**src/assert_macros.svh**
```systemverilog
// Assertion macros used by the top-level RTL file.
`ifndef ASSERT_MACROS_SVH
`define ASSERT_MACROS_SVH

`ifndef SYNTHESIS

// Property checked at every rising edge outside reset.
`define SLPG_ASSERT(lbl, ck, rs, prop, msg) \
  lbl: assert property (@(posedge ck) disable iff (rs) prop) else $error(msg);

// Property checked at every rising edge, reset included.
`define SLPG_ASSERT_ALWAYS(lbl, ck, prop, msg) \
  lbl: assert property (@(posedge ck) prop) else $error(msg);

`else

`define SLPG_ASSERT(lbl, ck, rs, prop, msg)
`define SLPG_ASSERT_ALWAYS(lbl, ck, prop, msg)

`endif

`endif

```
**src/slpg_pkg.sv**
```systemverilog
package slpg_pkg;

  // Number of axes per segment.
  localparam int NUM_AXES = 3;

  // Shared divider widths.
  localparam int DVD_W = 65;
  localparam int DVS_W = 32;

  // Item kinds carried in tuser.
  localparam logic [1:0] ACT_TICK  = 2'd0;
  localparam logic [1:0] ACT_SEG   = 2'd1;
  localparam logic [1:0] ACT_POINT = 2'd2;

  // Register indexes.
  localparam logic [2:0] REG_TIME_STEP = 3'd0;
  localparam logic [2:0] REG_DURATION  = 3'd1;
  localparam logic [2:0] REG_LOOP      = 3'd2;
  localparam logic [2:0] REG_DIGITS    = 3'd3;
  localparam logic [2:0] REG_SEG_COUNT = 3'd4;

  // Register reset values.
  localparam logic [19:0] RST_TIME_STEP = 20'd20000;
  localparam logic [31:0] RST_DURATION  = 32'd30000000;
  localparam logic [2:0]  RST_DIGITS    = 3'd6;

  typedef struct packed {
    logic             start;
    logic [DVD_W-1:0] dividend;
    logic [DVS_W-1:0] divisor;
  } div_req_t;

  typedef struct packed {
    logic             done;
    logic [DVD_W-1:0] quotient;
    logic [DVS_W-1:0] remainder;
  } div_rsp_t;

  // Decimal scale for the rounding digits; codes above six act as six.
  function automatic logic [19:0] pow10(input logic [2:0] dg);
    logic [19:0] f;
    case (dg)
      3'd0: f = 20'd1;
      3'd1: f = 20'd10;
      3'd2: f = 20'd100;
      3'd3: f = 20'd1000;
      3'd4: f = 20'd10000;
      3'd5: f = 20'd100000;
      default: f = 20'd1000000;
    endcase
    return f;
  endfunction

endpackage

```
**src/slpg_div.sv**
```systemverilog
module slpg_div (
  input  logic                clk,
  input  logic                rst,
  input  slpg_pkg::div_req_t  req,
  output slpg_pkg::div_rsp_t  rsp
);
  import slpg_pkg::*;

  localparam int CNT_W = $clog2(DVD_W + 1);

  logic [DVD_W-1:0] quo;
  logic [DVS_W-1:0] rem;
  logic [DVS_W-1:0] dvs;
  logic [CNT_W-1:0] cnt;
  logic             busy;
  logic             done;
  logic [DVS_W:0]   trial;
  logic             fits;
  logic [DVS_W:0]   diff;

  // One quotient bit per cycle, restoring form.
  always_comb begin
    trial = {rem, quo[DVD_W-1]};
    fits  = trial >= {1'b0, dvs};
    diff  = trial - {1'b0, dvs};
  end

  always_ff @(posedge clk) begin
    if (rst) begin
      busy <= 1'b0;
      done <= 1'b0;
    end else begin
      done <= 1'b0;
      if (req.start) begin
        quo  <= req.dividend;
        rem  <= '0;
        dvs  <= req.divisor;
        cnt  <= CNT_W'(DVD_W);
        busy <= 1'b1;
      end else if (busy) begin
        rem <= fits ? diff[DVS_W-1:0] : trial[DVS_W-1:0];
        quo <= {quo[DVD_W-2:0], fits};
        cnt <= cnt - 1'b1;
        if (cnt == CNT_W'(1)) begin
          busy <= 1'b0;
          done <= 1'b1;
        end
      end
    end
  end

  assign rsp.done      = done;
  assign rsp.quotient  = quo;
  assign rsp.remainder = rem;

endmodule

```
**config.mk**
```make
export PLATFORM = sky130hd
export DESIGN_NAME = slpg_div
export DESIGN_NICKNAME = d
export VERILOG_FILES = /design/src/assert_macros.svh /design/src/slpg_pkg.sv /design/src/slpg_div.sv
export SDC_FILE = /design/constraint.sdc
export NUM_CORES = 1
export LEC_CHECK = 0
export BUFFER_PORTS_ARGS = -buffer_cell sky130_fd_sc_hd__buf_2
export CAP_MARGIN = 5
export CORE_MARGIN = 2
export CORE_UTILIZATION = 60
export CTS_BUF_LIST = sky130_fd_sc_hd__clkbuf_8
export CTS_CLUSTER_DIAMETER = 50
export DETAILED_ROUTE_END_ITERATION = 7
export GPL_TIMING_DRIVEN = 0
export PLACE_DENSITY = 0.95
export SETUP_SLACK_MARGIN = 0.1
export SLEW_MARGIN = 20
export SYNTH_ARGS = -nofsm -noshare
export SYNTH_HDL_FRONTEND = slang
export SYNTH_SLANG_ARGS = --single-unit
```
**constraint.sdc**
```tcl
create_clock -name clk -period 11.23 [get_ports clk]
set_clock_uncertainty 0.05 [all_clocks]
set_input_delay 0.5615 -clock clk [delete_from_list [all_inputs] [get_ports clk]]
set_output_delay 0.5615 -clock clk [all_outputs]
set_load 0.02 [all_outputs]
```
==> results of run 1 <==
-- cells in the mapped netlist, types with 5 or more instances --
cell type | number | area, um^2
edfxtp_1 | 136 | 4080
mux2_2 | 65 | 732
a21oi_1 | 50 | 250
inv_1 | 43 | 161
o21ai_0 | 39 | 195
nor2_1 | 37 | 139
ha_1 | 34 | 425
nand2_1 | 30 | 113
nand3_1 | 23 | 115
xnor2_1 | 15 | 131
nor3_1 | 13 | 65.1
a21o_1 | 12 | 90.1
clkbuf_1 | 12 | 45.0
nand4_1 | 9 | 56.3
xor2_1 | 9 | 78.8
a211oi_1 | 8 | 60.1
and3_1 | 7 | 43.8
buf_6 | 7 | 78.8
nand2b_1 | 6 | 37.5
or3_1 | 6 | 37.5
buf_4 | 5 | 37.5
o211ai_1 | 5 | 37.5
o21bai_1 | 5 | 37.5
-- kinds of logic after synthesis --
family / share of synthesized area
flip-flops: 0.531
multiplexers: 0.0969
AND/OR/NAND/NOR: 0.105
adder cells (fa/ha/maj): 0.0574
AO/OA/AOI/OAI: 0.135
XOR/XNOR: 0.0271
buffers and inverters: 0.0472
-- metal layers --
metal | part of all wire | global-route usage | up-vias
li1 | - | - | 2906
met1 | 0.37 | 0.359 | 3057
met2 | 0.51 | 0.541 | 357
met3 | 0.089 | 0.0930 | 55
met4 | 0.029 | 0.114 | 0
met5 | 0 | 0 | -
-- power by group --
group	total (mW)	internal [mW]	leakage, nW	switching (mW)
Clock	0.444	0.245	0.215	0.199
Combinational	0.419	0.168	2.44	0.252
Sequential	0.645	0.620	1.32	0.0250
-- state kept, by name, summed over array words and instances (netlist names) --
name,count
rem,32
quo,65
dvs,32
busy,1
cnt,7
done,1
-- layout make-up --
type	instances	share of cell area
multi-input combinational	442	0.345
timing repair buffer	201	0.116
sequential	138	0.433
inverter	43	0.0169
buffer	32	0.0215
tap	172	0.0226
clock buffer	18	0.0260
clock inverter	14	0.0193
-- critical path, stage by stage (launching register included) --
cell,delay [ns]
edfxtp_1,0.45
ha_1,0.34
buf_6,0.14
a211o_1,0.35
o21bai_1,0.19
a41oi_2,0.22
nor2_2,0.08
nor4_2,0.58
clkbuf_2,0.33
o21ai_0,0.15
a21oi_1,0.19
-- how the worst max path moves through the flow --
stage,slack [ns],from,depth (start not counted),to
after floorplan,5.21,req[97],4,cnt[0]
after global placement,3.00,req[97],4,quo[13]
after detailed placement,8.06,req[97],8,quo[22]
after CTS,8.01,rem[9],10,rem[4]
after global routing,7.67,rem[28],9,rem[27]
final,7.98,rem[21],10,rem[4]
==> results by group, run 1 <==
Run status
  – Outcome: complete, no violations

Timing
  – Hold violation count in the final report: 0
  – Setup ws final: ~8 ns
  – Final setup viols: 0
  – Unrepaired setup endpoints after global routing: no
  – Hold WS: 0.224 ns
  – Tightest Pin Transition: ~0.75 ns
  – Slew Viols, Final: 0
  – Period utilization: 0.289
  – Total Neg Setup Slack: 0 ns
  – Max-slew headroom: 0.498
  – Max Fclk: 308 MHz
  – Tmin final: 3.25 ns

Placed design
  – Routability cong.: roughly 0.93
  – DP Area: 9100 um^2
  – Placed Cells: 1028
  – Dpl ws: between 8 and 9 ns
  – PortBufs: a little under 200
  – Final HPWL DP: 15500 um

Clocking
  – CTS Buf Count: 17
  – CTS tree: yes
  – Resize count post-CTS: 0
  – H-tree depth: 4
  – Skew-Pair Late Insertion Delay: between 0.4 and 0.5 ns
  – Max clock buf depth: 2
  – Root buffer cell: clkbuf_8
  – Setup repair bufs after CTS: 0
  – Clock sinks: about 140
  – Clock slew seen by the registers of the worst setup and hold paths: ~0.080 ns
  – Post-CTS Hold Buffers: 0

Synthesis
  – Cells after Synth: between 600 and 700
  – Post-synth EDFFs: between 100 and 150
  – Syn Std Cell Area: around 7800 um^2
  – Register area share after synthesis: 0.531
  – Synthesized Nets: approximately 800
  – Yosys cell types: between 60 and 70
  – Syn Area/Cell: between 10 and 15 um^2
  – FFs w/ async S/R, synth: 0
  – Syn. warnings: 0
  – Most common flop cell mapped by yosys: edfxtp_1
  – Synth Register Bits: between 100 and 150

Final layout
  – Area of the multi-input gates: 3290 um^2
  – Total Nets Final: slightly above 1000
  – Non-filler instance count after layout: 1060
  – Final instance area: about 9500 um^2
  – Final core utilization: 0.755
  – Most common cell after layout, fill and taps aside: buf_2
  – Register area: slightly above 4000 um^2
  – Commonest non-fill, non-tap cells in the layout: buf_2, edfxtp_1, mux2_2
  – Fillers: approximately 840
  – Area Overhead vs Synth: 22.7%
  – Inserted Diodes: 0
  – Share of cells above drive strength 1: 0.374

Route
  – Avg WL per Cell: 19.6 um
  – DR iter-0 viols: 576
  – Total Routed Length: around 21000 um
  – Routed Antenna Nets: 0
  – Via count: ~6400
  – Drc violations: 0
  – 1st-pass router iterations: 5
  – Vias per Instance: between 6 and 7

Setup path
  – Crit path launch type: flip-flop
  – RR Endpoint: rem[4]
  – CP max FO: 10
  – Type of destination of the critical path: flip-flop
  – Reg-to-reg critical path startpoint: rem[21]
  – Reg2reg path depth: 10
  – Crit path required time: about 11 ns
  – Critical setup path kind: reg2reg
  – Reg2reg setup slack: 7.98 ns
  – Critical path arrival: ~3.5 ns

Floorplanning
  – DIE AREA: between 10000 and 15000 um^2
  – Std cell rows: 41
  – Die Width: around 120 um
  – Initial Utilization: 0.615
  – Total core area: 12600 um^2
  – Die Ht: 118 um
  – IO Pins: 198

Global route
  – Initial antenna violation count: 0
  – First-pass GRT wire length: 33500 um
  – Tot GR Track Use: 0.310
  – Grt total ovfl: 0
  – Vias in the first global route: 6497
  – Largest net degree at the start of global routing: 30

Power
  – Peak VDD IR: 0.000167 V
  – Leak Pwr: between 3 and 4 nW
  – Design Power: 1.51 mW
  – Power density over the cells: approximately 160 nW/um^2

Hold path
  – Hold Path Stages: 1
  – Endpoint, Worst Hold: dvs[24]
  – Hold crit path type: in2reg
  – HP Start: req[24]

Run
  – MaxCap Viol Count: 0
Power figures use the tool's default switching activity.
==> run 2: changes to the inputs <==
--- a/config.mk
+++ b/config.mk
@@ -8,12 +8,12 @@
 export BUFFER_PORTS_ARGS = -buffer_cell sky130_fd_sc_hd__buf_2
 export CAP_MARGIN = 5
 export CORE_MARGIN = 2
-export CORE_UTILIZATION = 60
+export CORE_UTILIZATION = 50
 export CTS_BUF_LIST = sky130_fd_sc_hd__clkbuf_8
 export CTS_CLUSTER_DIAMETER = 50
 export DETAILED_ROUTE_END_ITERATION = 7
 export GPL_TIMING_DRIVEN = 0
-export PLACE_DENSITY = 0.95
+export PLACE_DENSITY = 0.86
 export SETUP_SLACK_MARGIN = 0.1
 export SLEW_MARGIN = 20
 export SYNTH_ARGS = -nofsm -noshare
==> constraint.sdc (replaced) <==
create_clock -name clk -period 2.98 [get_ports clk]
set_clock_uncertainty 0.05 [all_clocks]
set_input_delay 0.149 -clock clk [delete_from_list [all_inputs] [get_ports clk]]
set_output_delay 0.149 -clock clk [all_outputs]
set_load 0.02 [all_outputs]
==> results by group, run 2 (same netlist as run 1, synthesis figures left out) <==
Power
  – Power density over the cells: 546 nW/um^2 (was 158 nW/um^2)
  – Switch share: 0.328 (was 0.315)
  – Peak VDD IR: 0.000472 V (was 0.000167 V)
  – Internal Pwr Total: 4.04 mW (was 1.03 mW)
  – Net switching power: 1.97 mW (was 0.475 mW)
  – Sequential share of power: 0.406 (was 0.428)
  – Clock group share of total power: 0.276 (was 0.294)
  – Design Power: 6.01 mW (was 1.51 mW)
  – Leak Pwr: 4.52 nW (was 3.97 nW)
  – Logic gate share of total power: 0.317 (was 0.278)

Run
  – MaxCap Viol Count: 0 (unchanged)

Placed design
  – Routability cong.: 0.918 (was 0.928)
  – Final HPWL DP: 15300 um (was 15500 um)
  – DP Area: 9150 um^2 (was 9100 um^2)
  – PortBufs: 196 (unchanged)

Clocking
  – Root buffer cell: clkbuf_8 (unchanged)
  – CTS Buf Count: 17 (unchanged)
  – Skew-Pair Late Insertion Delay: 0.47 ns (was 0.46 ns)
  – CTS tree: yes (unchanged)
  – Clock sinks: 138 (unchanged)
  – Clock slew seen by the registers of the worst setup and hold paths: 0.08 ns (about the same)
  – Max clock buf depth: 2 (unchanged)
  – H-tree depth: 4 (unchanged)

Hold path
  – Hold Path Stages: 2 (was 1)
  – Hold crit path type: in2reg (unchanged)

Floorplanning
  – Die Width: 129 um (was 118 um)
  – Total core area: 15200 um^2 (was 12600 um^2)
  – DIE AREA: 16500 um^2 (was 13900 um^2)
  – Die Ht: 129 um (was 118 um)
  – IO Pins: 198 (unchanged)
  – Initial Utilization: 0.511 (was 0.615)
  – Std cell rows: 45 (was 41)

Final layout
  – Fillers: 1002 (was 841)
  – Share of cells above drive strength 1: 0.391 (was 0.374)
  – Most common cell after layout, fill and taps aside: buf_2 (unchanged)
  – Final instance area: 11000 um^2 (was 9530 um^2)
  – Total Nets Final: 1129 (was 1010)
  – Largest register FFs: 65 (unchanged)
  – Inserted Diodes: 0 (unchanged)
  – Commonest non-fill, non-tap cells in the layout: buf_2, edfxtp_1, dlygate4sd3_1 (was buf_2, edfxtp_1, mux2_2)
  – Register with the most flip-flops: quo (unchanged)
  – Biggest regs: quo x65, dvs x32, rem x32 (unchanged)
  – Area Overhead vs Synth: 41.8% (was 22.7%)

Timing
  – Max-slew headroom: 0.537 (was 0.498)
  – Tmin final: 2.96 ns (was 3.25 ns)
  – Max Fclk: 338 MHz (was 308 MHz)
  – Final setup viols: 0 (unchanged)
  – Hold violation count in the final report: 0 (unchanged)
  – Period utilization: 0.993 (was 0.289)
  – Tightest Pin Transition: 0.694 ns (was 0.752 ns)
  – Slew Viols, Final: 0 (unchanged)
  – Unrepaired setup endpoints after global routing: yes (was no)

Route
  – Via count: 6943 (was 6375)
  – DR iter-0 viols: 632 (was 576)
  – 1st-pass router iterations: 6 (was 5)
  – Vias per Instance: 5.81 (was 6.01)
  – Routed Antenna Nets: 0 (unchanged)
  – Total Routed Length: 24500 um (was 20800 um)
  – Drc violations: 0 (unchanged)
  – Avg WL per Cell: 20.5 um (was 19.6 um)

Global route
  – Initial antenna violation count: 0 (unchanged)
  – Largest net degree at the start of global routing: 28 (was 30)
  – First-pass GRT wire length: 36700 um (was 33500 um)
  – Vias in the first global route: 7034 (was 6497)
  – Tot GR Track Use: 0.293 (was 0.310)
  – Grt total ovfl: 0 (unchanged)

Setup path
  – Reg2reg path depth: 12 (was 10)
  – CP max FO: 10 (unchanged)
  – Crit path required time: 3.14 ns (was 11.47 ns)
  – Type of destination of the critical path: flip-flop (unchanged)
  – Critical path arrival: 3.12 ns (was 3.48 ns)
  – Crit path launch type: flip-flop (unchanged)
  – Critical setup path kind: reg2reg (unchanged)

Run status
  – Outcome: complete, no violations (unchanged)
-- run 2: worst max-delay path, stage by stage (launching register included) --
cell and delay, ns:
edfxtp_1 0.37, inv_1 0.11, ha_4 0.21, buf_6 0.13
a211o_1 0.28, o21bai_1 0.18, a41oi_2 0.26, nor2_4 0.08
or4_4 0.53, buf_8 0.17, buf_6 0.15, o2111ai_2 0.09
o21ai_1 0.11
-- run 2: final timing paths --
check / slack [ns] / endpoint / start
max: 0.02 / rem[27] / dvs[22]
min: 0.35 / dvs[19] / req[19]
max reg2reg: 0.02 / rem[27] / dvs[22]
min reg2reg: 0.44 / done / busy
-- run 2: power groups by stage --
stage / clock network, mW / registers (mW) / logic [mW]
floorplan: 0 / 2.59 / 0.974
global placement: 0 / 2.47 / 1.49
detailed placement: 0 / 2.47 / 1.55
CTS: 1.66 / 2.43 / 1.75
global route: 1.75 / 2.46 / 2.05
finish: 1.66 / 2.44 / 1.91
-- run 2: metal layers --
layer / track usage / vias up / part of all wire
met2: 0.517 / 419 / 0.51
met3: 0.0715 / 85 / 0.078
li1: - / 3154 / -
met1: 0.335 / 3285 / 0.37
met4: 0.142 / 0 / 0.048
met5: 0 / - / 0
-- run 2: stage by stage --
stage | TNS [ns] | utilization | setup WS, ns | std cells | hold slack [ns]
final | 0 | 0.724 | 0.0199 | 1195 | 0.350
after global placement | -104.46 | 0.593 | -0.872 | 1039 | 0.276
after global routing | -0.491 | 0.724 | -0.0562 | 1195 | 0.328
after CTS | 0 | 0.710 | 0.0559 | 1185 | 0.307
after detailed placement | -3.12 | 0.602 | -0.187 | 1044 | 0.277
after floorplan | 0 | - | 0.0874 | 655 | 0.177
-- run 2: area by class of cell --
cell class / count / area, um^2 / share of cell area
well taps: 188 / 235 / 0.0214
inverters: 43 / 161 / 0.0147
plain buffers: 31 / 239 / 0.0217
multi-input cells: 442 / 3560 / 0.324
flip-flops and latches: 138 / 4120 / 0.375
clock inverters: 15 / 185 / 0.0168
repair buffers: 321 / 2270 / 0.206
clock buffers: 17 / 234 / 0.0213
-- run 2: repair_timing --
action / CTS / global route
endpoints found under the setup margin: 33 / 33
pin swaps: 9 / 8
gates resized for setup: 27 / 35
hold endpoints to repair: 98 / 0
gates cloned: 0 / 1
buffers inserted: 12 / 9
hold buffers: 98 / 0
