`src/assert_macros.svh`:
```
// Assertion macros used by the top-level RTL file.
`ifndef ASSERT_MACROS_SVH
`define ASSERT_MACROS_SVH

`ifndef SYNTHESIS

// Property checked at every rising edge outside reset.
`define SLPG_ASSERT(lbl, ck, rs, prop, msg) \
  lbl: assert property (@(posedge ck) disable iff (rs) prop) else $error(msg);

// Property checked at every rising edge, reset included.
`define SLPG_ASSERT_ALWAYS(lbl, ck, prop, msg) \
  lbl: assert property (@(posedge ck) prop) else $error(msg);

`else

`define SLPG_ASSERT(lbl, ck, rs, prop, msg)
`define SLPG_ASSERT_ALWAYS(lbl, ck, prop, msg)

`endif

`endif

```
`src/slpg_ram.sv`:
```
module slpg_ram #(
  parameter int WIDTH = 32,
  parameter int DEPTH = 16
) (
  input  logic                                     clk,
  input  logic                                     we,
  input  logic [(DEPTH > 1 ? $clog2(DEPTH) : 1)-1:0] waddr,
  input  logic [WIDTH-1:0]                         wdata,
  input  logic [(DEPTH > 1 ? $clog2(DEPTH) : 1)-1:0] raddr,
  output logic [WIDTH-1:0]                         rdata
);

  logic [WIDTH-1:0] mem [DEPTH];

  // One write port, one registered read port.
  always_ff @(posedge clk) begin
    if (we) begin
      mem[waddr] <= wdata;
    end
    rdata <= mem[raddr];
  end

endmodule

```
`config.mk`:
```
export PLATFORM = sky130hd
export DESIGN_NAME = slpg_ram
export DESIGN_NICKNAME = d
export VERILOG_FILES = /design/src/assert_macros.svh /design/src/slpg_ram.sv
export SDC_FILE = /design/constraint.sdc
export NUM_CORES = 1
export LEC_CHECK = 0
export BUFFER_PORTS_ARGS = -buffer_cell sky130_fd_sc_hd__buf_2
export CORE_UTILIZATION = 40
export CTS_BUF_LIST = sky130_fd_sc_hd__clkbuf_4 sky130_fd_sc_hd__clkbuf_8
export CTS_CLUSTER_SIZE = 28
export DETAILED_ROUTE_END_ITERATION = 7
export PLACE_DENSITY = 0.53
export SLEW_MARGIN = 5
export SYNTH_ARGS = -nofsm -noshare
export SYNTH_HDL_FRONTEND = slang
export SYNTH_SLANG_ARGS = --single-unit
```
`constraint.sdc`:
```
create_clock -name clk -period 6.13 [get_ports clk]
set_input_delay 1.5325 -clock clk [delete_from_list [all_inputs] [get_ports clk]]
set_output_delay 1.5325 -clock clk [all_outputs]
set_load 0.01 [all_outputs]
```
==> results of run 1 <==
[worst max-delay path: cells and delay by family]
kind / cells / cell delay (ps)
simple gates: 2 / 1440
buf+inv: 2 / 450
[Yosys cell counts, drive strengths merged]
library cell,instances,share of area
or3b,1,0.00044
and2,1,0.00032
nand2b,2,0.00063
buf,26,0.0080
nand2,33,0.0062
a22oi,64,0.024
edfxtp,512,0.77
nand3b,2,0.00076
clkbuf,17,0.0032
nor2,13,0.0025
mux4,128,0.15
nor2b,2,0.00063
nor3,4,0.0010
dfxtp,32,0.032
nand3,1,0.00025
[logic make-up after synthesis]
logic type / count (synthesis) / synth area share
buf+inv: 43 / 0.0112
simple gates: 59 / 0.0127
flops: 544 / 0.807
compound gates: 64 / 0.0242
mux: 128 / 0.145
[power by group through the flow]
stage | Combinational (mW) | Sequential, mW | Clock (mW)
6_report | 0.363 | 4.18 | 3.17
5_1_grt | 0.397 | 4.19 | 3.42
4_1_cts | 0.374 | 4.19 | 3.26
3_5_place_dp | 0.373 | 4.26 | 0
3_3_place_gp | 0.370 | 4.26 | 0
2_1_floorplan | 0.200 | 4.27 | 0
[how the worst max path moves through the flow]
stage	start	to	slack, ps	cells after the start
finish	waddr[2]	mem[1][6]	3050	4
global route	raddr[0]	rdata[13]	2970	5
CTS	waddr[2]	mem[1][1]	3030	4
detailed placement	waddr[2]	mem[1][9]	2320	4
global placement	waddr[2]	mem[1][9]	2320	4
floorplan	waddr[2]	mem[0][0]	1420	2
[state kept, by name, indices dropped and copies added (netlist names)]
register and count:
mem 512, rdata 32
[per-stage QoR]
stage | cell area (sq um) | std cells | total power, mW | hold WS (ps) | utilization
2_1_floorplan | 19900 | 838 | 4.47 | 635 | -
3_3_place_gp | 21200 | 1557 | 4.63 | 655 | 0.433
3_5_place_dp | 21200 | 1557 | 4.64 | 657 | 0.433
4_1_cts | 23000 | 1720 | 7.82 | 667 | 0.470
5_1_grt | 23000 | 1720 | 8.00 | 699 | 0.470
6_report | 23000 | 1720 | 7.72 | 666 | 0.470
[metal layers]
layer  global-route usage  vias to the layer above  part of all wire
li1                     -                     3881                 -
met1                0.238                     4753              0.44
met2                0.295                      203              0.50
met3               0.0395                       66             0.043
met4               0.0544                        6             0.018
met5                    0                        -           0.00081
[layout by cell type, fill, tap and decap left out]
cell type     n
a22oi_1      64
and2_2        1
buf_12        1
buf_2        71
buf_4        24
buf_6         1
bufinv_16     1
clkbuf_4     44
clkbuf_8    102
clkinv_1     13
clkinv_2      2
clkinvlp_4    1
dfxtp_1      32
edfxtp_1    512
inv_6         1
mux4_2      128
nand2_1      33
nand2b_1      2
nand3_1       1
nand3b_1      2
nor2_4       13
nor2b_4       2
nor3_2        4
or3b_2        1
[area by class of cell]
| cell class | count | area [sq um] |
|---|---|---|
| Timing Repair Buffer | 98 | 581 |
| Clock buffer | 145 | 1720 |
| Tap cell | 664 | 831 |
| Sequential cell | 544 | 16000 |
| Clock inverter | 18 | 105 |
| Fill cell | 4079 | 25900 |
| Multi-Input combinational cell | 251 | 3750 |
==> impl_results.md, run 1 <==
- Status: finished, final reports clean
- Residual overflow from global routing: 0
- Dpl hpwl: 21700 microns
- Pre-antenna DRT Iters: 4
- Min cycle time layout: between 3000 and 4000 ps
- Global placer's final weighted congestion: between 0.6 and 0.7
- Sequential share of the synthesized area: 0.807
- Setup WS post-layout: around 3000 ps
- Worst path required time: between 6000 and 7000 ps
- Unrepaired setup endpoints after global routing: no
- CP max stage delay: about 850 ps
- Final Hold Vio Count: 0
- Final setup TNS: 0 ps
- RR Endpoint: rdata[1]
- Post-CTS setup buffers: 0
- Largest net degree at the start of global routing: 71
- Clk buf depth: 3
- Total GRT Usage: 0.179
- Pwr dens: about 340 nW/um^2
- Type of the worst setup path: input pin to flip-flop
- Flop-to-flop setup slack: around 4800 ps
- Maximum vdd drop: about 190 uV
- Final period util: 0.503
- Routed length per instance: ~25 microns
- Maximum clock rate: between 300 and 400 MHz
- Max cap viols: 0
- Fraction of layout cells with a size suffix above 1: 0.376
- Core Footprint: 49000 sq um
- Post-Syn Nets: roughly 900
- Critical path, cell by cell: buf_2 > or3b_2 > nor2_4 > buf_4
- Reg2Reg Depth: 3
- Avg Cell Area, Syn: 23.7 sq um
- Post-DRT Antenna Nets: 0
- Worst hold stages: 3
- Worst-path maximum fanout: 25
- N_diodes: 0
- Cts bufs inserted: 89
- Initial core utilization: 0.406
- Distinct cell type count after synthesis: 18
- Num rows: 81
- Worst setup EP type: flip-flop
- Slew @ Worst Pin: about 1100 ps
- CTS root buf: clkbuf_8
- Final Setup Violations: 0
- Final net count: 1026
- Routed wire length: ~43000 microns
- Vias in the first global route: approximately 10000
- Initial antenna violation count: 3
- CTS clk-pin slew, worst paths: about 60 ps
- Max Slew Vio Count: 0
- 1st-iter DRT viols: around 620
- Post-CTS resize count: 0
- Via count: 8909
- Sequential Power Share: 0.542
- Worst setup SP type: input pin
- Vias per cell: 5.18
- WHS Endpoint: rdata[5]
- # port buffers: 73
- Clock Skew: 16.5 ps
- Clock sink total: approximately 540
- DRC violations left: 0
- Leakage: between 7 and 8 nW
- CP max-delay cell: nor2_4
- CTS hold repair buffers: 0
- Total die area: roughly 51000 sq um
- # H-tree levels: 3
- Worst-skew pair later-pin latency: between 600 and 700 ps
- I/O pin cnt: 74
- Clock group share of total power: 0.411
- Hold_sp: mem[14][5]
- CTS tree: yes
- Pre-CTS setup slack: ~2300 ps
- Int Pwr: a little over 6 mW
- Yosys warns: 0
- Switching power total: roughly 1.6 mW
- Chip height: between 200 and 250 microns
- Origin of the critical flop-to-flop path: mem[3][1]
- Combinational fraction of design power: 0.047
- Slew HR: 0.285
- Switching Share: 0.208
- Mapped Cells: 838
- Area Overhead vs Synth: 15.9%
- Die Wd: approximately 220 microns
- #FFs+latches synth: ~540
- CP Data Arrival Time: 3420 ps
- Hold Crit Class: flip-flop to flip-flop
- Post-Syn Area: between 15000 and 20000 sq um
- First-pass GRT wire length: ~65000 microns
No activity file was read; power rests on OpenSTA's default activity.
==> run 2: changes to the inputs <==
--- a/config.mk
+++ b/config.mk
@@ -10,7 +10,7 @@
 export CTS_BUF_LIST = sky130_fd_sc_hd__clkbuf_4 sky130_fd_sc_hd__clkbuf_8
 export CTS_CLUSTER_SIZE = 28
 export DETAILED_ROUTE_END_ITERATION = 7
-export PLACE_DENSITY = 0.53
+export PLACE_DENSITY = 0.55
 export SLEW_MARGIN = 5
 export SYNTH_ARGS = -nofsm -noshare
 export SYNTH_HDL_FRONTEND = slang
==> constraint.sdc (replaced) <==
create_clock -name clk -period 2.8 [get_ports clk]
set_input_delay 0.7 -clock clk [delete_from_list [all_inputs] [get_ports clk]]
set_output_delay 0.7 -clock clk [all_outputs]
set_load 0.01 [all_outputs]
==> run 2 against run 1 <==
  * Power up 120%
  * Combinational power up 130%
  * Register-to-register slack worse by 3300 ps
  * Sequential power up 120%
  * Utilization up 0.84 points
  * Sequential share of layout area down 1.2 points
  * Global-route usage about the same
  * First-iteration DRC count up 11%
  * Clock skew up 0.66 ps
  * Clock power up 110%
  * Largest cell class unchanged
  * Clock-buffer cell count down 5
==> impl_results.md, run 2 (synthesis gave the netlist of run 1 again) <==
- Status: finished, final reports clean
- Global placer's final weighted congestion: 0.700 (+3.0%)
- Cts bufs inserted: 89 (unchanged)
- Max Slew Vio Count: 0 (unchanged)
- DRC violations left: 0 (unchanged)
- Unrepaired setup endpoints after global routing: no
- Clk buf depth: 3 (unchanged)
- Worst setup EP type: output port
- I/O pin cnt: 74 (unchanged)
- Critical path, cell by cell: buf_2
- CTS hold repair buffers: 0 (unchanged)
- Slew @ Worst Pin: 567 ps (-503 ps)
- Fraction of layout cells with a size suffix above 1: 0.387 (+0.0108)
- Via count: 9173 (+3.0%)
- Post-CTS setup buffers: 0 (unchanged)
- CTS tree: yes
- First-pass GRT wire length: 64400 microns (-0.42%)
- Pre-CTS setup slack: 412 ps (-1900 ps)
- CP max stage delay: 380 ps (-470 ps)
- Clock sink total: 544 (unchanged)
- Commonest non-fill, non-tap cell in the layout: edfxtp_1
- Max reg flops: 512 (unchanged)
- Max cap viols: 0 (unchanged)
- Clock Skew: 17.2 ps (+0.655 ps)
- Chip height: 225 microns (unchanged)
- Dpl hpwl: 22200 microns (+2.3%)
- # port buffers: 73 (unchanged)
- Largest registers: mem (512), rdata (32)
- # H-tree levels: 3 (unchanged)
- Min cycle time layout: between 1500 and 2000 ps
- Worst path required time: 2100 ps (-4370 ps)
- Worst-skew pair later-pin latency: 630 ps (about the same)
- Smallest hold slack: 445 ps (-221 ps)
- CTS root buf: clkbuf_8
- Worst setup SP type: flip-flop
- Post-CTS resize count: 0 (unchanged)
- Setup WS post-layout: 937 ps (-2110 ps)
- Initial antenna violation count: 3 (unchanged)
- Die Wd: 225 microns (unchanged)
- Final net count: 1038 (+1.2%)
- Final Hold Vio Count: 0 (unchanged)
- Final period util: 0.665
- Most flops, register: mem
- Maximum clock rate: 537 MHz
- Final setup TNS: 0 ps (unchanged)
- Maximum vdd drop: 292 uV (+57%)
- Final Setup Violations: 0 (unchanged)
- Slew HR: 0.621 (+0.336)
- Routed wire length: 43400 microns (+0.31%)
- Leakage: 7.58 nW (+1.9%)
- 1st-iter DRT viols: 684 (+11%)
- Vias per cell: 5.29 (+2.2%)
- Initial core utilization: 0.406 (unchanged)
- Residual overflow from global routing: 0 (unchanged)
- Total GRT Usage: 0.178 (-0.000487)
- Hold Crit Class: input pin to flip-flop
- Worst path bufs/invs: 1 (-1)
- CP Data Arrival Time: 1160 ps (-2260 ps)
- Routed length per instance: 25.1 microns (-0.44%)
- CP max-delay cell: dfxtp_1
- Pre-antenna DRT Iters: 5 (+1)
- Type of the worst setup path: flip-flop to output port
- Vias in the first global route: 9849 (+0.88%)
- Final core utilization: 0.478 (+0.00841)
- Area Overhead vs Synth: 17.9%
- Filler instances: 4001 (-1.9%)
- Post-DRT Antenna Nets: 0 (unchanged)
- CTS clk-pin slew, worst paths: 60 ps (about the same)
- Largest net degree at the start of global routing: 35 (-51%)
- Num rows: 81 (unchanged)
- Commonest non-fill, non-tap cells in the layout: 512 x edfxtp_1, 128 x mux4_2, 98 x clkbuf_8
- Total die area: 50500 sq um (unchanged)
- Pwr dens: 714 nW/um^2 (+110%)
- Worst-path maximum fanout: 1 (-96%)
- CP delay by family, top: flip-flops
- Core Footprint: 49000 sq um (unchanged)
-- run 2: cell count changes in the layout (fill, tap and decap cells not counted), sizes merged --
cell | previous run | this run
clkinv | 15 | 20
diode | 0 | 1
clkinvlp | 1 | 3
inv | 1 | 0
bufinv | 1 | 0
buf | 97 | 109
clkbuf | 146 | 141
-- run 2: worst paths after layout --
kind                                   from          end  slack [ps]  depth (start not counted)
worst max-delay path              rdata[21]    rdata[21]         940                          1
worst min-delay path              wdata[23]  mem[15][23]         440                          1
worst max register to register  mem[11][17]    rdata[17]        1460                          3
worst min register to register  mem[14][21]    rdata[21]         670                          3
-- run 2: layer usage --
metal,global-route usage,vias up,share of wire
li1,-,3912,-
met1,0.255,4910,0.46
met2,0.277,283,0.47
met3,0.0414,64,0.057
met4,0.0470,4,0.015
met5,0,-,0.00069
-- run 2: area by class of cell --
class | instances | area, sq um | share of cell area
Sequential cell | 544 | 16000 | 0.684
Multi-Input combinational cell | 251 | 3770 | 0.161
Clock buffer | 140 | 1660 | 0.0708
Timing Repair Buffer | 110 | 1020 | 0.0436
Tap cell | 664 | 831 | 0.0355
Clock inverter | 23 | 111 | 0.00476
Antenna cell | 1 | 2.50 | 0.000107
-- run 2: power breakdown --
group / switching [mW] / internal [mW]
Combinational: 0.491 / 0.362
Clock: 2.96 / 3.75
Sequential: 0.0567 / 9.11
-- run 2: stage by stage --
step,total power [mW],instances,area (sq um)
final,16.7,1733,23400
after global routing,17.3,1732,23400
after CTS,17.0,1732,23400
after detailed placement,10.2,1569,21600
after global placement,10.2,1569,21600
after floorplan,9.78,838,19900
==> run 3: changes to the inputs <==
==> constraint.sdc (replaced) <==
create_clock -name clk -period 1.6 [get_ports clk]
set_input_delay 0.4 -clock clk [delete_from_list [all_inputs] [get_ports clk]]
set_output_delay 0.4 -clock clk [all_outputs]
set_load 0.01 [all_outputs]
==> run 3 against run 2 <==
  * First-iteration DRC count is 7.3% lower
  * Sequential share of layout area is 2.0 points lower
  * Critical path depth stayed put
  * Clock skew is 12 ps higher
  * Largest cell class unchanged
  * Non-clock buffer count is 48 higher
  * Power is 79% higher
==> impl_results.md, run 3 (synthesis gave the netlist of run 1 again) <==
- Chip height: 225 microns (unchanged)
- Worst-path maximum fanout: 1 (unchanged)
- Post-DRT Antenna Nets: 0 (unchanged)
- CP Data Arrival Time: 1140 ps (-20 ps)
- Cts bufs inserted: 89 (unchanged)
- Residual overflow from global routing: 0 (unchanged)
- Core Footprint: 49000 sq um (unchanged)
- CTS clk-pin slew, worst paths: 60 ps (about the same)
- Final Hold Vio Count: 0 (unchanged)
- # H-tree levels: 3 (unchanged)
- Largest registers: mem (512), rdata (32)
- Clock Skew: 28.9 ps (+11.7 ps)
- Overall power: 29.9 mW (+79%)
- Worst path required time: 1200 ps (-900 ps)
- Worst-skew pair later-pin latency: 670 ps (+40 ps)
- Max Slew Vio Count: 0 (unchanged)
- Metal-1 WL: 19000 microns (-3.8%)
- Commonest non-fill, non-tap cells in the layout: 512 x edfxtp_1, 128 x mux4_2, 102 x clkbuf_8
- Slew @ Worst Pin: 779 ps (+212 ps)
- Via count: 9360 (+2.0%)
- CP delay by family, top: flip-flops
- Met2 WL: 21400 microns (+4.6%)
- CTS tree: yes
- Worst setup SP type: flip-flop
- Commonest non-fill, non-tap cell in the layout: edfxtp_1
- Worst path bufs/invs: 1 (unchanged)
- Met3 wire length: 2360 microns (-5.1%)
- Worst hold stages: 1 (unchanged)
- CTS root buf: clkbuf_8
- Routed length per instance: 24.4 microns (-2.5%)
- Dpl hpwl: 25100 microns (+13%)
- # port buffers: 73 (unchanged)
- Pwr dens: 1240 nW/um^2 (+73%)
- Fin cells: 1783 (+2.9%)
- Final Setup Violations: 0 (unchanged)
- DRC violations left: 0 (unchanged)
- Dpl cells: 1617 (+3.1%)
- Pre-antenna DRT Iters: 4 (-1)
- Max cap viols: 0 (unchanged)
- First-pass GRT wire length: 64400 microns (about the same)
- CP max stage delay: 360 ps (-20 ps)
- Pre-CTS setup slack: -344 ps (-756 ps)
- CTS hold repair buffers: 0 (unchanged)
- Die Wd: 225 microns (unchanged)
- Area Overhead vs Synth: 21.6%
- Maximum vdd drop: 829 uV (+180%)
- Final period util: 0.961
- Initial antenna violation count: 3 (unchanged)
- Maximum clock rate: 650 MHz
- Reg2Reg Depth: 3 (unchanged)
- 1st-iter DRT viols: 634 (-7.3%)
- Max reg flops: 512 (unchanged)
- Final net count: 1086 (+4.6%)
- Vias in the first global route: 9908 (+0.60%)
- Hold Crit Class: input pin to flip-flop
- Leakage: 7.95 nW (+4.8%)
- Min cycle time layout: roughly 1500 ps
- Vias per cell: 5.25 (-0.82%)
- Critical path, cell by cell: buf_6
- Status: finished, final reports clean
- Worst setup EP type: output port
- Num rows: 81 (unchanged)
- Most flops, register: mem
- Total GRT Usage: 0.179 (+0.000989)
- Largest net degree at the start of global routing: 29 (-17%)
- Routed wire length: 43600 microns (+0.35%)
- Design area: 24100 sq um (+3.1%)
- Clk buf depth: 3 (unchanged)
- Slew HR: 0.479 (-0.142)
- Setup WS post-layout: 61.7 ps (-876 ps)
- CP max-delay cell: dfxtp_4
- WP depth: 1 (unchanged)
- I/O pin cnt: 74 (unchanged)
- Unrepaired setup endpoints after global routing: yes
- Top routing layer used: met5
- Type of the worst setup path: flip-flop to output port
- Total die area: 50500 sq um (unchanged)
- Global placer's final weighted congestion: 0.693 (-0.97%)
- Fraction of layout cells with a size suffix above 1: 0.428 (+0.0414)
- N_diodes: 0 (-1)
- Clock sink total: 544 (unchanged)
- Initial core utilization: 0.406 (unchanged)
- Area after DPL: 22200 sq um (+2.8%)
-- run 3: cell count changes in the layout (fill, tap and decap cells not counted), sizes merged --
cell	change
bufinv	+1
inv	+3
clkbuf	-2
clkinvlp	-1
diode	-1
clkinv	+2
buf	+48
-- run 3: per-layer routing --
layer / global-route usage / vias up
met4: 0.0540 / 4
met1: 0.245 / 4981
li1: - / 4013
met5: 0 / -
met3: 0.0427 / 87
met2: 0.287 / 275
-- run 3: cell type report --
type                            count  area [sq um]
Tap cell                          664           831
Multi-Input combinational cell    251          3790
Clock inverter                     28           171
Sequential cell                   544         16000
Timing Repair Buffer              158          1640
Fill cell                        3944         24800
Clock buffer                      138          1670
-- run 3: worst paths after layout --
kind	endpoint	start	slack [ps]
max	rdata[3]	rdata[3]	60
min	mem[13][25]	wdata[25]	100
max reg2reg	rdata[29]	mem[11][29]	260
min reg2reg	rdata[20]	mem[14][20]	670
-- run 3: what timing repair did --
action / CTS / global route
pin swaps: 0 / 0
setup endpoints to repair: 10 / 4
endpoints found under the hold margin: 0 / 0
gates resized for setup: 17 / 3
setup buffers: 0 / 0
-- run 3: power by group --
group	internal (mW)	total [mW]	leakage (nW)	switching, mW
clock	6.82	12.2	0.989	5.39
sequential	15.9	16.0	4.90	0.101
combinational	0.741	1.61	2.06	0.864
-- run 3: through the flow --
stage                     hold WS, ps  utilization  TNS [ps]
after CTS                        37.9        0.493     -16.8
after global placement            655        0.454    -68770
after global routing             54.7        0.493     -9.82
final                            98.5        0.493         0
after detailed placement          664        0.454    -73530
after floorplan                   499            -    -90810
